--- src/design/merging_priority_job_queue_assert.svh ---
`ifndef MERGING_PRIORITY_JOB_QUEUE_ASSERT_SVH
`define MERGING_PRIORITY_JOB_QUEUE_ASSERT_SVH

// Same-cycle implication, checked outside reset.
`define MPJQ_ASSERT_NOW(label, clk, rst_n, ante, cons) \
  label: assert property (@(posedge clk) disable iff (!rst_n) (ante) |-> (cons)) \
    else $error("%m: same-cycle check failed");

// Next-cycle implication, checked outside reset.
`define MPJQ_ASSERT_NEXT(label, clk, rst_n, ante, cons) \
  label: assert property (@(posedge clk) disable iff (!rst_n) (ante) |=> (cons)) \
    else $error("%m: next-cycle check failed");

`endif

--- src/design/mpjq_pkg.sv ---
package mpjq_pkg;

  localparam int QUEUE_DEPTH_DEF = 64;

  localparam logic KIND_ENQ = 1'b0;
  localparam logic KIND_POP = 1'b1;

  localparam logic [2:0] ST_ADDED   = 3'd0;
  localparam logic [2:0] ST_MERGED  = 3'd1;
  localparam logic [2:0] ST_DROPPED = 3'd2;
  localparam logic [2:0] ST_POPPED  = 3'd3;
  localparam logic [2:0] ST_EMPTY   = 3'd4;

  typedef struct packed {
    logic               kind;
    logic signed [15:0] tile_x;
    logic signed [15:0] tile_z;
    logic        [3:0]  detail_level;
    logic        [23:0] urgency;
  } in_item_t;

  typedef struct packed {
    logic        [2:0]  status;
    logic signed [15:0] out_tile_x;
    logic signed [15:0] out_tile_z;
    logic        [3:0]  out_detail_level;
    logic        [23:0] out_urgency;
    logic        [6:0]  occupancy;
  } out_item_t;

  typedef struct packed {
    logic               vld;
    logic signed [15:0] tile_x;
    logic signed [15:0] tile_z;
    logic        [3:0]  detail;
    logic        [23:0] urgency;
  } slot_t;

  typedef struct packed {
    logic clr_en;
    logic load;
    logic commit;
  } ctl_cmd_t;

  typedef struct packed {
    logic clr_done;
    logic scan_done;
  } dp_sts_t;

endpackage

--- src/design/mpjq_ram.sv ---
module mpjq_ram #(
  parameter int WIDTH = 8,
  parameter int DEPTH = 64
) (
  input  logic                     clk,
  input  logic                     we,
  input  logic [$clog2(DEPTH)-1:0] waddr,
  input  logic [WIDTH-1:0]         wdata,
  input  logic [$clog2(DEPTH)-1:0] raddr,
  output logic [WIDTH-1:0]         rdata
);

  logic [WIDTH-1:0] mem [DEPTH];
  logic [WIDTH-1:0] rdata_r;

  always_ff @(posedge clk) begin
    if (we) begin
      mem[waddr] <= wdata;
    end
    rdata_r <= mem[raddr];
  end

  assign rdata = rdata_r;

endmodule

--- src/design/mpjq_ctrl.sv ---
module mpjq_ctrl (
  input  logic                clk,
  input  logic                rst_n,
  input  logic                in_valid,
  output logic                in_stall,
  output logic                out_valid,
  input  logic                out_stall,
  input  mpjq_pkg::dp_sts_t   sts,
  output mpjq_pkg::ctl_cmd_t  cmd
);

  typedef enum logic [3:0] {
    S_CLEAR = 4'b0001,
    S_IDLE  = 4'b0010,
    S_SCAN  = 4'b0100,
    S_DONE  = 4'b1000
  } state_t;

  state_t state_r, state_nxt;
  logic   out_vld_r, out_vld_nxt;
  logic   commit;

  assign commit   = (state_r == S_DONE) && (!out_vld_r || !out_stall);
  assign in_stall = (state_r != S_IDLE);
  assign out_valid = out_vld_r;

  always_comb begin
    cmd.clr_en = (state_r == S_CLEAR);
    cmd.load   = (state_r == S_IDLE) && in_valid;
    cmd.commit = commit;
  end

  always_comb begin
    state_nxt = state_r;
    case (state_r)
      S_CLEAR: if (sts.clr_done) state_nxt = S_IDLE;
      S_IDLE:  if (in_valid) state_nxt = S_SCAN;
      S_SCAN:  if (sts.scan_done) state_nxt = S_DONE;
      S_DONE:  if (commit) state_nxt = S_IDLE;
      default: state_nxt = S_CLEAR;
    endcase
  end

  // hold the result beat until taken, replace it on commit
  always_comb begin
    out_vld_nxt = out_vld_r && out_stall;
    if (commit) begin
      out_vld_nxt = 1'b1;
    end
  end

  always_ff @(posedge clk) begin
    if (!rst_n) begin
      state_r   <= S_CLEAR;
      out_vld_r <= 1'b0;
    end else begin
      state_r   <= state_nxt;
      out_vld_r <= out_vld_nxt;
    end
  end

endmodule

--- src/design/mpjq_datapath.sv ---
module mpjq_datapath #(
  parameter int DEPTH = mpjq_pkg::QUEUE_DEPTH_DEF
) (
  input  logic                 clk,
  input  logic                 rst_n,
  input  mpjq_pkg::ctl_cmd_t   cmd,
  output mpjq_pkg::dp_sts_t    sts,
  input  mpjq_pkg::in_item_t   in_data,
  output mpjq_pkg::out_item_t  out_data
);

  localparam int AW = $clog2(DEPTH);
  localparam int CW = $clog2(DEPTH + 1);
  localparam int SW = $bits(mpjq_pkg::slot_t);
  localparam logic [CW-1:0] CNT_LAST = CW'(DEPTH - 1);
  localparam logic [AW-1:0] IDX_LAST = AW'(DEPTH - 1);

  mpjq_pkg::in_item_t  item_r, item_nxt;
  logic [CW-1:0]       cnt_r, cnt_nxt;
  logic                iss_r, iss_nxt;
  logic                rvld_r;
  logic [AW-1:0]       ridx_r;
  logic                match_f_r, match_f_nxt;
  logic [AW-1:0]       match_idx_r, match_idx_nxt;
  mpjq_pkg::slot_t     match_slot_r, match_slot_nxt;
  logic                free_f_r, free_f_nxt;
  logic [AW-1:0]       free_idx_r, free_idx_nxt;
  logic                best_f_r, best_f_nxt;
  logic [AW-1:0]       best_idx_r, best_idx_nxt;
  mpjq_pkg::slot_t     best_slot_r, best_slot_nxt;
  logic [CW-1:0]       held_r, held_nxt;
  mpjq_pkg::out_item_t out_r, res;

  logic                we;
  logic [AW-1:0]       waddr;
  mpjq_pkg::slot_t     wslot;
  logic [SW-1:0]       wdata_w, rdata_w;
  mpjq_pkg::slot_t     rd;
  logic [CW-1:0]       occ;
  logic [CW+6:0]       occ_ext;

  mpjq_ram #(
    .WIDTH (SW),
    .DEPTH (DEPTH)
  ) u_ram (
    .clk   (clk),
    .we    (we),
    .waddr (waddr),
    .wdata (wdata_w),
    .raddr (cnt_r[AW-1:0]),
    .rdata (rdata_w)
  );

  assign wdata_w = wslot;
  assign rd      = rdata_w;

  assign sts.clr_done  = (cnt_r == CNT_LAST);
  assign sts.scan_done = rvld_r && (ridx_r == IDX_LAST);

  // sweep: issue one read per cycle, fold each returning entry in the next cycle
  always_comb begin
    item_nxt       = item_r;
    cnt_nxt        = cnt_r;
    iss_nxt        = iss_r;
    match_f_nxt    = match_f_r;
    match_idx_nxt  = match_idx_r;
    match_slot_nxt = match_slot_r;
    free_f_nxt     = free_f_r;
    free_idx_nxt   = free_idx_r;
    best_f_nxt     = best_f_r;
    best_idx_nxt   = best_idx_r;
    best_slot_nxt  = best_slot_r;
    held_nxt       = held_r;

    if (cmd.load) begin
      item_nxt    = in_data;
      cnt_nxt     = '0;
      iss_nxt     = 1'b1;
      match_f_nxt = 1'b0;
      free_f_nxt  = 1'b0;
      best_f_nxt  = 1'b0;
      held_nxt    = '0;
    end else begin
      if (cmd.clr_en) begin
        cnt_nxt = (cnt_r == CNT_LAST) ? '0 : cnt_r + CW'(1);
      end else if (iss_r) begin
        cnt_nxt = cnt_r + CW'(1);
        if (cnt_r == CNT_LAST) begin
          iss_nxt = 1'b0;
        end
      end

      if (rvld_r) begin
        if (rd.vld) begin
          held_nxt = held_r + CW'(1);
          if (!match_f_r && rd.tile_x == item_r.tile_x && rd.tile_z == item_r.tile_z) begin
            match_f_nxt    = 1'b1;
            match_idx_nxt  = ridx_r;
            match_slot_nxt = rd;
          end
          // strict compare keeps the lowest slot on ties
          if (!best_f_r || rd.urgency < best_slot_r.urgency) begin
            best_f_nxt    = 1'b1;
            best_idx_nxt  = ridx_r;
            best_slot_nxt = rd;
          end
        end else if (!free_f_r) begin
          free_f_nxt   = 1'b1;
          free_idx_nxt = ridx_r;
        end
      end
    end
  end

  // result and table update for the finished sweep; clearing writes during the clear pass
  always_comb begin
    we    = cmd.clr_en;
    waddr = cnt_r[AW-1:0];
    wslot = '0;
    occ   = held_r;
    res   = '0;
    res.status = mpjq_pkg::ST_EMPTY;

    if (cmd.commit) begin
      case (item_r.kind)
        mpjq_pkg::KIND_ENQ: begin
          if (match_f_r) begin
            we           = 1'b1;
            waddr        = match_idx_r;
            wslot        = match_slot_r;
            if (item_r.detail_level < match_slot_r.detail) begin
              wslot.detail = item_r.detail_level;
            end
            if (item_r.urgency < match_slot_r.urgency) begin
              wslot.urgency = item_r.urgency;
            end
            res.status   = mpjq_pkg::ST_MERGED;
          end else if (free_f_r) begin
            we            = 1'b1;
            waddr         = free_idx_r;
            wslot.vld     = 1'b1;
            wslot.tile_x  = item_r.tile_x;
            wslot.tile_z  = item_r.tile_z;
            wslot.detail  = item_r.detail_level;
            wslot.urgency = item_r.urgency;
            occ           = held_r + CW'(1);
            res.status    = mpjq_pkg::ST_ADDED;
          end else begin
            res.status = mpjq_pkg::ST_DROPPED;
          end
        end
        mpjq_pkg::KIND_POP: begin
          if (best_f_r) begin
            we                   = 1'b1;
            waddr                = best_idx_r;
            wslot                = best_slot_r;
            wslot.vld            = 1'b0;
            occ                  = held_r - CW'(1);
            res.status           = mpjq_pkg::ST_POPPED;
            res.out_tile_x       = best_slot_r.tile_x;
            res.out_tile_z       = best_slot_r.tile_z;
            res.out_detail_level = best_slot_r.detail;
            res.out_urgency      = best_slot_r.urgency;
          end
        end
        default: res.status = mpjq_pkg::ST_EMPTY;
      endcase
    end
    occ_ext       = {7'd0, occ};
    res.occupancy = occ_ext[6:0];
  end

  always_ff @(posedge clk) begin
    if (!rst_n) begin
      cnt_r     <= '0;
      iss_r     <= 1'b0;
      rvld_r    <= 1'b0;
      match_f_r <= 1'b0;
      free_f_r  <= 1'b0;
      best_f_r  <= 1'b0;
    end else begin
      cnt_r     <= cnt_nxt;
      iss_r     <= iss_nxt;
      rvld_r    <= iss_r;
      match_f_r <= match_f_nxt;
      free_f_r  <= free_f_nxt;
      best_f_r  <= best_f_nxt;
    end
  end

  always_ff @(posedge clk) begin
    item_r       <= item_nxt;
    ridx_r       <= cnt_r[AW-1:0];
    match_idx_r  <= match_idx_nxt;
    match_slot_r <= match_slot_nxt;
    free_idx_r   <= free_idx_nxt;
    best_idx_r   <= best_idx_nxt;
    best_slot_r  <= best_slot_nxt;
    held_r       <= held_nxt;
    if (cmd.commit) begin
      out_r <= res;
    end
  end

  assign out_data = out_r;

endmodule

--- src/design/merging_priority_job_queue.sv ---
// Each item sweeps the slot table, one RAM read per cycle, then commits its result. Only
// one item is in flight: a new item is taken only after the last one's result commits.
// The sweep over the single-port-read slot RAM sets this limit.
// A finished result waits in the output register while the next item is taken.
// After reset a clearing pass writes every slot empty; in_stall stays high until it ends.
`include "merging_priority_job_queue_assert.svh"

module merging_priority_job_queue #(
  parameter int QUEUE_DEPTH = mpjq_pkg::QUEUE_DEPTH_DEF
) (
  input  logic                clk,
  input  logic                rst_n,
  input  logic                in_valid,
  output logic                in_stall,
  input  mpjq_pkg::in_item_t  in_data,
  output logic                out_valid,
  input  logic                out_stall,
  output mpjq_pkg::out_item_t out_data
);

  mpjq_pkg::ctl_cmd_t cmd;
  mpjq_pkg::dp_sts_t  sts;

  mpjq_ctrl u_ctrl (
    .clk       (clk),
    .rst_n     (rst_n),
    .in_valid  (in_valid),
    .in_stall  (in_stall),
    .out_valid (out_valid),
    .out_stall (out_stall),
    .sts       (sts),
    .cmd       (cmd)
  );

  mpjq_datapath #(
    .DEPTH (QUEUE_DEPTH)
  ) u_dp (
    .clk      (clk),
    .rst_n    (rst_n),
    .cmd      (cmd),
    .sts      (sts),
    .in_data  (in_data),
    .out_data (out_data)
  );

  `MPJQ_ASSERT_NEXT(a_busy_after_accept, clk, rst_n, in_valid && !in_stall, in_stall)
  `MPJQ_ASSERT_NEXT(a_commit_shows_result, clk, rst_n, cmd.commit, out_valid)
  `MPJQ_ASSERT_NOW(a_clear_excludes_work, clk, rst_n, cmd.clr_en, !cmd.load && !cmd.commit)
  `MPJQ_ASSERT_NOW(a_non_pop_zero_fields, clk, rst_n,
                   out_valid && out_data.status != mpjq_pkg::ST_POPPED,
                   out_data.out_tile_x == 16'sd0 && out_data.out_urgency == 24'd0)

endmodule
--- config.mk ---
export PLATFORM = sky130hd
export DESIGN_NAME = merging_priority_job_queue
export DESIGN_NICKNAME = d
export VERILOG_FILES = /design/src/design/mpjq_pkg.sv /design/src/design/mpjq_ram.sv /design/src/design/mpjq_ctrl.sv /design/src/design/mpjq_datapath.sv /design/src/design/merging_priority_job_queue.sv
export VERILOG_INCLUDE_DIRS = /design/src /design/src/design
export SDC_FILE = /design/constraint.sdc
export NUM_CORES = 2
export LEC_CHECK = 0
export BUFFER_PORTS_ARGS = -buffer_cell sky130_fd_sc_hd__buf_2
export CORE_MARGIN = 3
export CORE_UTILIZATION = 50
export DETAILED_ROUTE_END_ITERATION = 16
export PLACE_DENSITY = 0.68
export SLEW_MARGIN = 15
export SYNTH_ARGS = -nofsm -noshare
export SYNTH_HDL_FRONTEND = slang
export SYNTH_HIERARCHICAL = 1
export SYNTH_SLANG_ARGS = --single-unit
--- constraint.sdc ---
create_clock -name clk -period 15.2 [get_ports clk]
set_input_delay 3.04 -clock clk [delete_from_list [all_inputs] [get_ports clk]]
set_output_delay 3.04 -clock clk [all_outputs]
set_load 0.01 [all_outputs]
# == Yosys cells after proc, flatten, opt, wreduce, memory -nomap -nowiden ==
# Memories as Yosys holds them, arrays and structs flattened. A register that Yosys moved wholly into a read port is not among the register bits.
# Index checks and enable logic that the tools add are counted.
# totals
register_bits,299
mem_bits_rw,3904
in_bits,65
output_inout_bits,72
elab_cells,121
memories,1
# memory_table
memory,depth,word_bits,rd,rd_clocked_by_memory_dff,write_ports,line_no,source
u_dp.u_ram.mem,64,61,1,1,1,mpjq_ram.sv:13,logic [WIDTH-1:0] mem [DEPTH];
# op_classes
n_addsub,3
order_cmp,3
eq_ne,14
muxes,40
bitwise,5
reduce_logical,23
# ops
operator,count
$mux 61,3
$pmux 61 s2,1
$mux 63,1
$mux 60,1
$lt 24x24->1,2
$mux 7,6
$eq 16x16->1,2
$mux 24,1
$mux 6,4
$mux 4,5
$pmux 4 s4,1
$reduce_and 4->1,4
$add 7x1->7 const B,2
$pmux 7 s2,1
$pmux 6 s2,1
$mux 1,11
$ne 2x2->1 const B,4
$eq 7x6->1 const B,1
$sub 7x1->7 const B,1
$eq 6x6->1 const B,1
$logic_and 1x1->1,6
$pmux 3 s2,1
$reduce_and 2->1,3
$reduce_and 3->1,2
15 further kinds,23

# == Depth between registers and ports, before layout ==
# depth
ltp_word,7
depth_mapped,14
depth_no_buf,10

# == By module ==
# Netlist, hierarchy kept.
# modules_own_cells
mod,instances,cells_each,area_each_um2,seq_area_each_um2
mpjq_ram,1,6344,148999.2,118453.6
mpjq_datapath,1,905,12643.4,8578.2
mpjq_ctrl,1,39,332.8,100.1

# == Worst setup path after synthesis ==
# OpenSTA, ideal clock, no wires.
# synth_path
path_kind,input to register
start,in in_valid
end,"reg u_dp.best_idx_r[0], enable pin"
setup_time_ps,844
t_arrival_ps,14460
required_time_ps,14356
path_slack_ps,-103
path_stages,2
path_buffers,0
cell_sequence,and2_1 > a2111oi_0
# synth_between
elab_chain_len,3
# synth_lines
element,line_no,source
"start, declared",merging_priority_job_queue.sv:13,"input logic in_valid,"
$logic_and 1x1->1,mpjq_ctrl.sv:29,cmd.load = (state_r == S_IDLE) && in_valid;
$not 1->1 (no source line),n/a,
$reduce_and 4->1 (no source line),n/a,
"end signal, assigned",mpjq_datapath.sv:197,best_idx_r <= best_idx_nxt;
"end, declared",mpjq_datapath.sv:29,"logic [AW-1:0] best_idx_r, best_idx_nxt;"
# No other way between the ends.
# A chain may end at the register's enable or synchronous reset.

==> metrics.md <==
| Metric | Value |
|---|---|
| Fin Setup TNS | 0 ns |
| Detailed placer's ending HPWL | 246300 um |
| Crit Path Max Fanout | 38 |
| Final Slew Violations | 0 |
| # Post-CTS Setup Buffers | 0 |
| Crit-path slowest cell | nor2_4 |
| Count of clock tree sinks | 4264 |
| Highest clock rate | 140.5 MHz |
| Final Skew | 0.07723 ns |
| Tcrit/Tclk final | 46.84% |
| Vias in the first global route | 79870 |
| Drt drc | 0 |
| Initial Util | 50.35% |
| Die width | 575.2 um |
| Post-synthesis cell area | 162000 sq um |
| Grt total ovfl | 0 |
| Cts repair resizes | 0 |
| Layout cell share with drive strength beyond 1 | 26.44% |
| CTS Buffer Depth | 4 |
| DR top layer | met5 |
| Asr flop ratio synth | 0% |
| Status | finished clean |
| Peak VDD IR | 0.1009 mV |
| Die height | 575.2 um |
| RSZ-0062 raised after global routing | no |
| Unique masters post-synth | 70 |
| CP required | 15.80 ns |
| CTS tree | built |
| Routed met1 length | 163300 um |
| CP max stage delay | 1.21 ns |
| Crit path DAT | 7.72 ns |
| CP Buf/Inv Count | 4 |
| Top cells by area, synth | edfxtp_1 77%, mux4_2 14%, mux2i_1 1.3% |
| Final Critical Period | 7.119 ns |
| Placer Congestion | 0.8722 |
| CTS Root Cell | clkbuf_16 |
| Pin count of the biggest net entering global routing | 117 |
| Worst slew margin | 12.47% |
| Die area | 330800 sq um |
| Cell Chain, Critical Path | buf_2 > a21oi_4 > inv_1 > buf_4 > nor2_1 > nand2_1 > nand2_1 > o21ai_1 > nand4_1 > nor2_4 > buf_4 |
| Post-Syn Instances | 7288 |
| Finished Cell Area | 183000 sq um |
| Setup crit start kind | input port |
| Vias | 80610 |
| Max Cap Violations | 0 |
| Worst R2R Setup Slack | 9.04 ns |
| Placed inst area | 168900 sq um |
| Endpoints failing setup | 0 |
| Total global-route track usage | 26.38% |
| Sequential share of the synthesized area | 78.49% |
| Leak | 0.05787 uW |
| CTS clk-pin slew, worst paths | 0.06 ns |
| DR iter-0 viols | 12560 |
| Commonest cells post-synth | 4173 x edfxtp_1, 997 x mux4_2, 296 x nor2_1 |
| Synthesis warning total | 6 |
| Worst min path class | flop to flop |
| Initial antenna violation count | 17 |
| Top cell type's share of synthesized area | 77.36% |
| Critical path's top delay family | simple AND/OR/NAND/NOR gates |
| Clock Latency Late Sink | 0.96 ns |
| Met2 WL | 203400 um |
| Drt pass-1 iters | 8 |
| EDFF count, synth | 4173 |
| Post-CTS Hold Buffers | 0 |
| WL final | 438600 um |
| Most used DFF post-synth | edfxtp_1 |
| Area Overhead vs Synth | 12.95% |
| Syn Nets | 7406 |
| Worst-margin pin slew | 1.313 ns |
| DR WL/cell | 35.41 um |
| First-pass GRT wire length | 617700 um |
| H-Tree Level Count | 5 |
| Core Rows | 208 |
| Most frequent cell after synthesis | edfxtp_1 |
| Cell taking the most area after synthesis | edfxtp_1 |
| Layout Nets | 7826 |
| PwrDens | 152.5 nW/um^2 |
| Synth Register Bits | 4264 |
| Critical path endpoint category | flop |
| Final hold vios | 0 |
| Top Ports | 137 |
| Met3 WL | 57020 um |
| Inserted Clock Buffers | 420 |
| Crit path kind | input port to flop |
| Syn_area_per_cell | 22.22 sq um |
| I/O Buffers | 136 |
| Final antenna-violating net count | 0 |
| Core area | 321700 sq um |
| Drt via density | 6.508 |
[placed cells by master, fill, tap and decap left out, types with 50 or more instances in the layout]
cell,count
a21oi_1,104
a221oi_1,102
buf_2,137
buf_4,251
bufinv_16,53
clkbuf_1,97
clkbuf_16,424
clkinv_1,104
clkinv_2,64
dfxtp_1,83
edfxtp_1,4173
ha_1,53
inv_1,57
mux2i_1,208
mux4_2,997
nand2_1,131
nor2_1,232
nor2_4,63
o21ai_0,132
o221ai_1,50
o22ai_1,111
[layout make-up]
type / count / area, sq um
clock inverter: 258 / 2829
antenna: 8 / 20.02
multi-input combinational: 2563 / 33440
inverter: 58 / 217.7
tap: 4305 / 5386
sequential: 4264 / 127200
timing repair buffer: 401 / 2800
clock buffer: 530 / 11100
fill: 23110 / 138700
[registers in the layout, indices dropped and copies added, names as in the netlist, 4 cells and up]
name and count:
u_dp/free_idx_r 6, u_dp/u_ram/mem 3904, u_dp/match_idx_r 6, u_dp/item_r 61, u_dp/best_idx_r 6, u_dp/u_ram/rdata 61, u_dp/match_slot_r 60, u_ctrl/state_r 4
u_dp/ridx_r 6, u_dp/out_data 70, u_dp/held_r 7, u_dp/cnt_r 7, u_dp/best_slot_r 60
[final timing paths]
check	cells past startpoint	to	start
hold / removal	0	u_dp/match_slot_r[25]	u_dp/u_ram/rdata[25]
setup reg to reg	9	u_dp/u_ram/mem[25][57]	u_dp/item_r[60]
hold reg to reg	0	u_dp/match_slot_r[25]	u_dp/u_ram/rdata[25]
setup / recovery	11	u_dp/u_ram/mem[31][45]	out_stall
[power breakdown]
group	internal (uW)	switching, uW
clock network	6080	4410
logic	1680	2300
registers	13200	269
total	20900	6980
[layer usage]
metal  vias up  track usage, %
li1      31630               -
met1     42830           37.39
met2      5403           40.00
met3       740           7.612
met4         2           8.403
met5         -               0
[stage by stage]
stage	utilization, %	hold slack [ns]	total power (uW)	setup slack (ns)	std cells
floorplan	-	0.3886	16370	0.05794	7288
global placement	52.52	0.4127	17610	7.154	11590
detailed placement	52.52	0.4190	17660	7.048	11590
CTS	56.85	0.4334	28020	8.047	12380
global route	56.87	0.4471	28740	7.987	12380
finish	56.88	0.4353	27900	8.081	12390
[cell families after synthesis]
logic type,share of synthesized area (%)
flops,78.49
mux,15.16
simple gates,1.757
compound gates,2.615
buf+inv,1.315
fa+ha+maj,0.4094
xor+xnor,0.2541
Power figures use the tool's default switching activity.
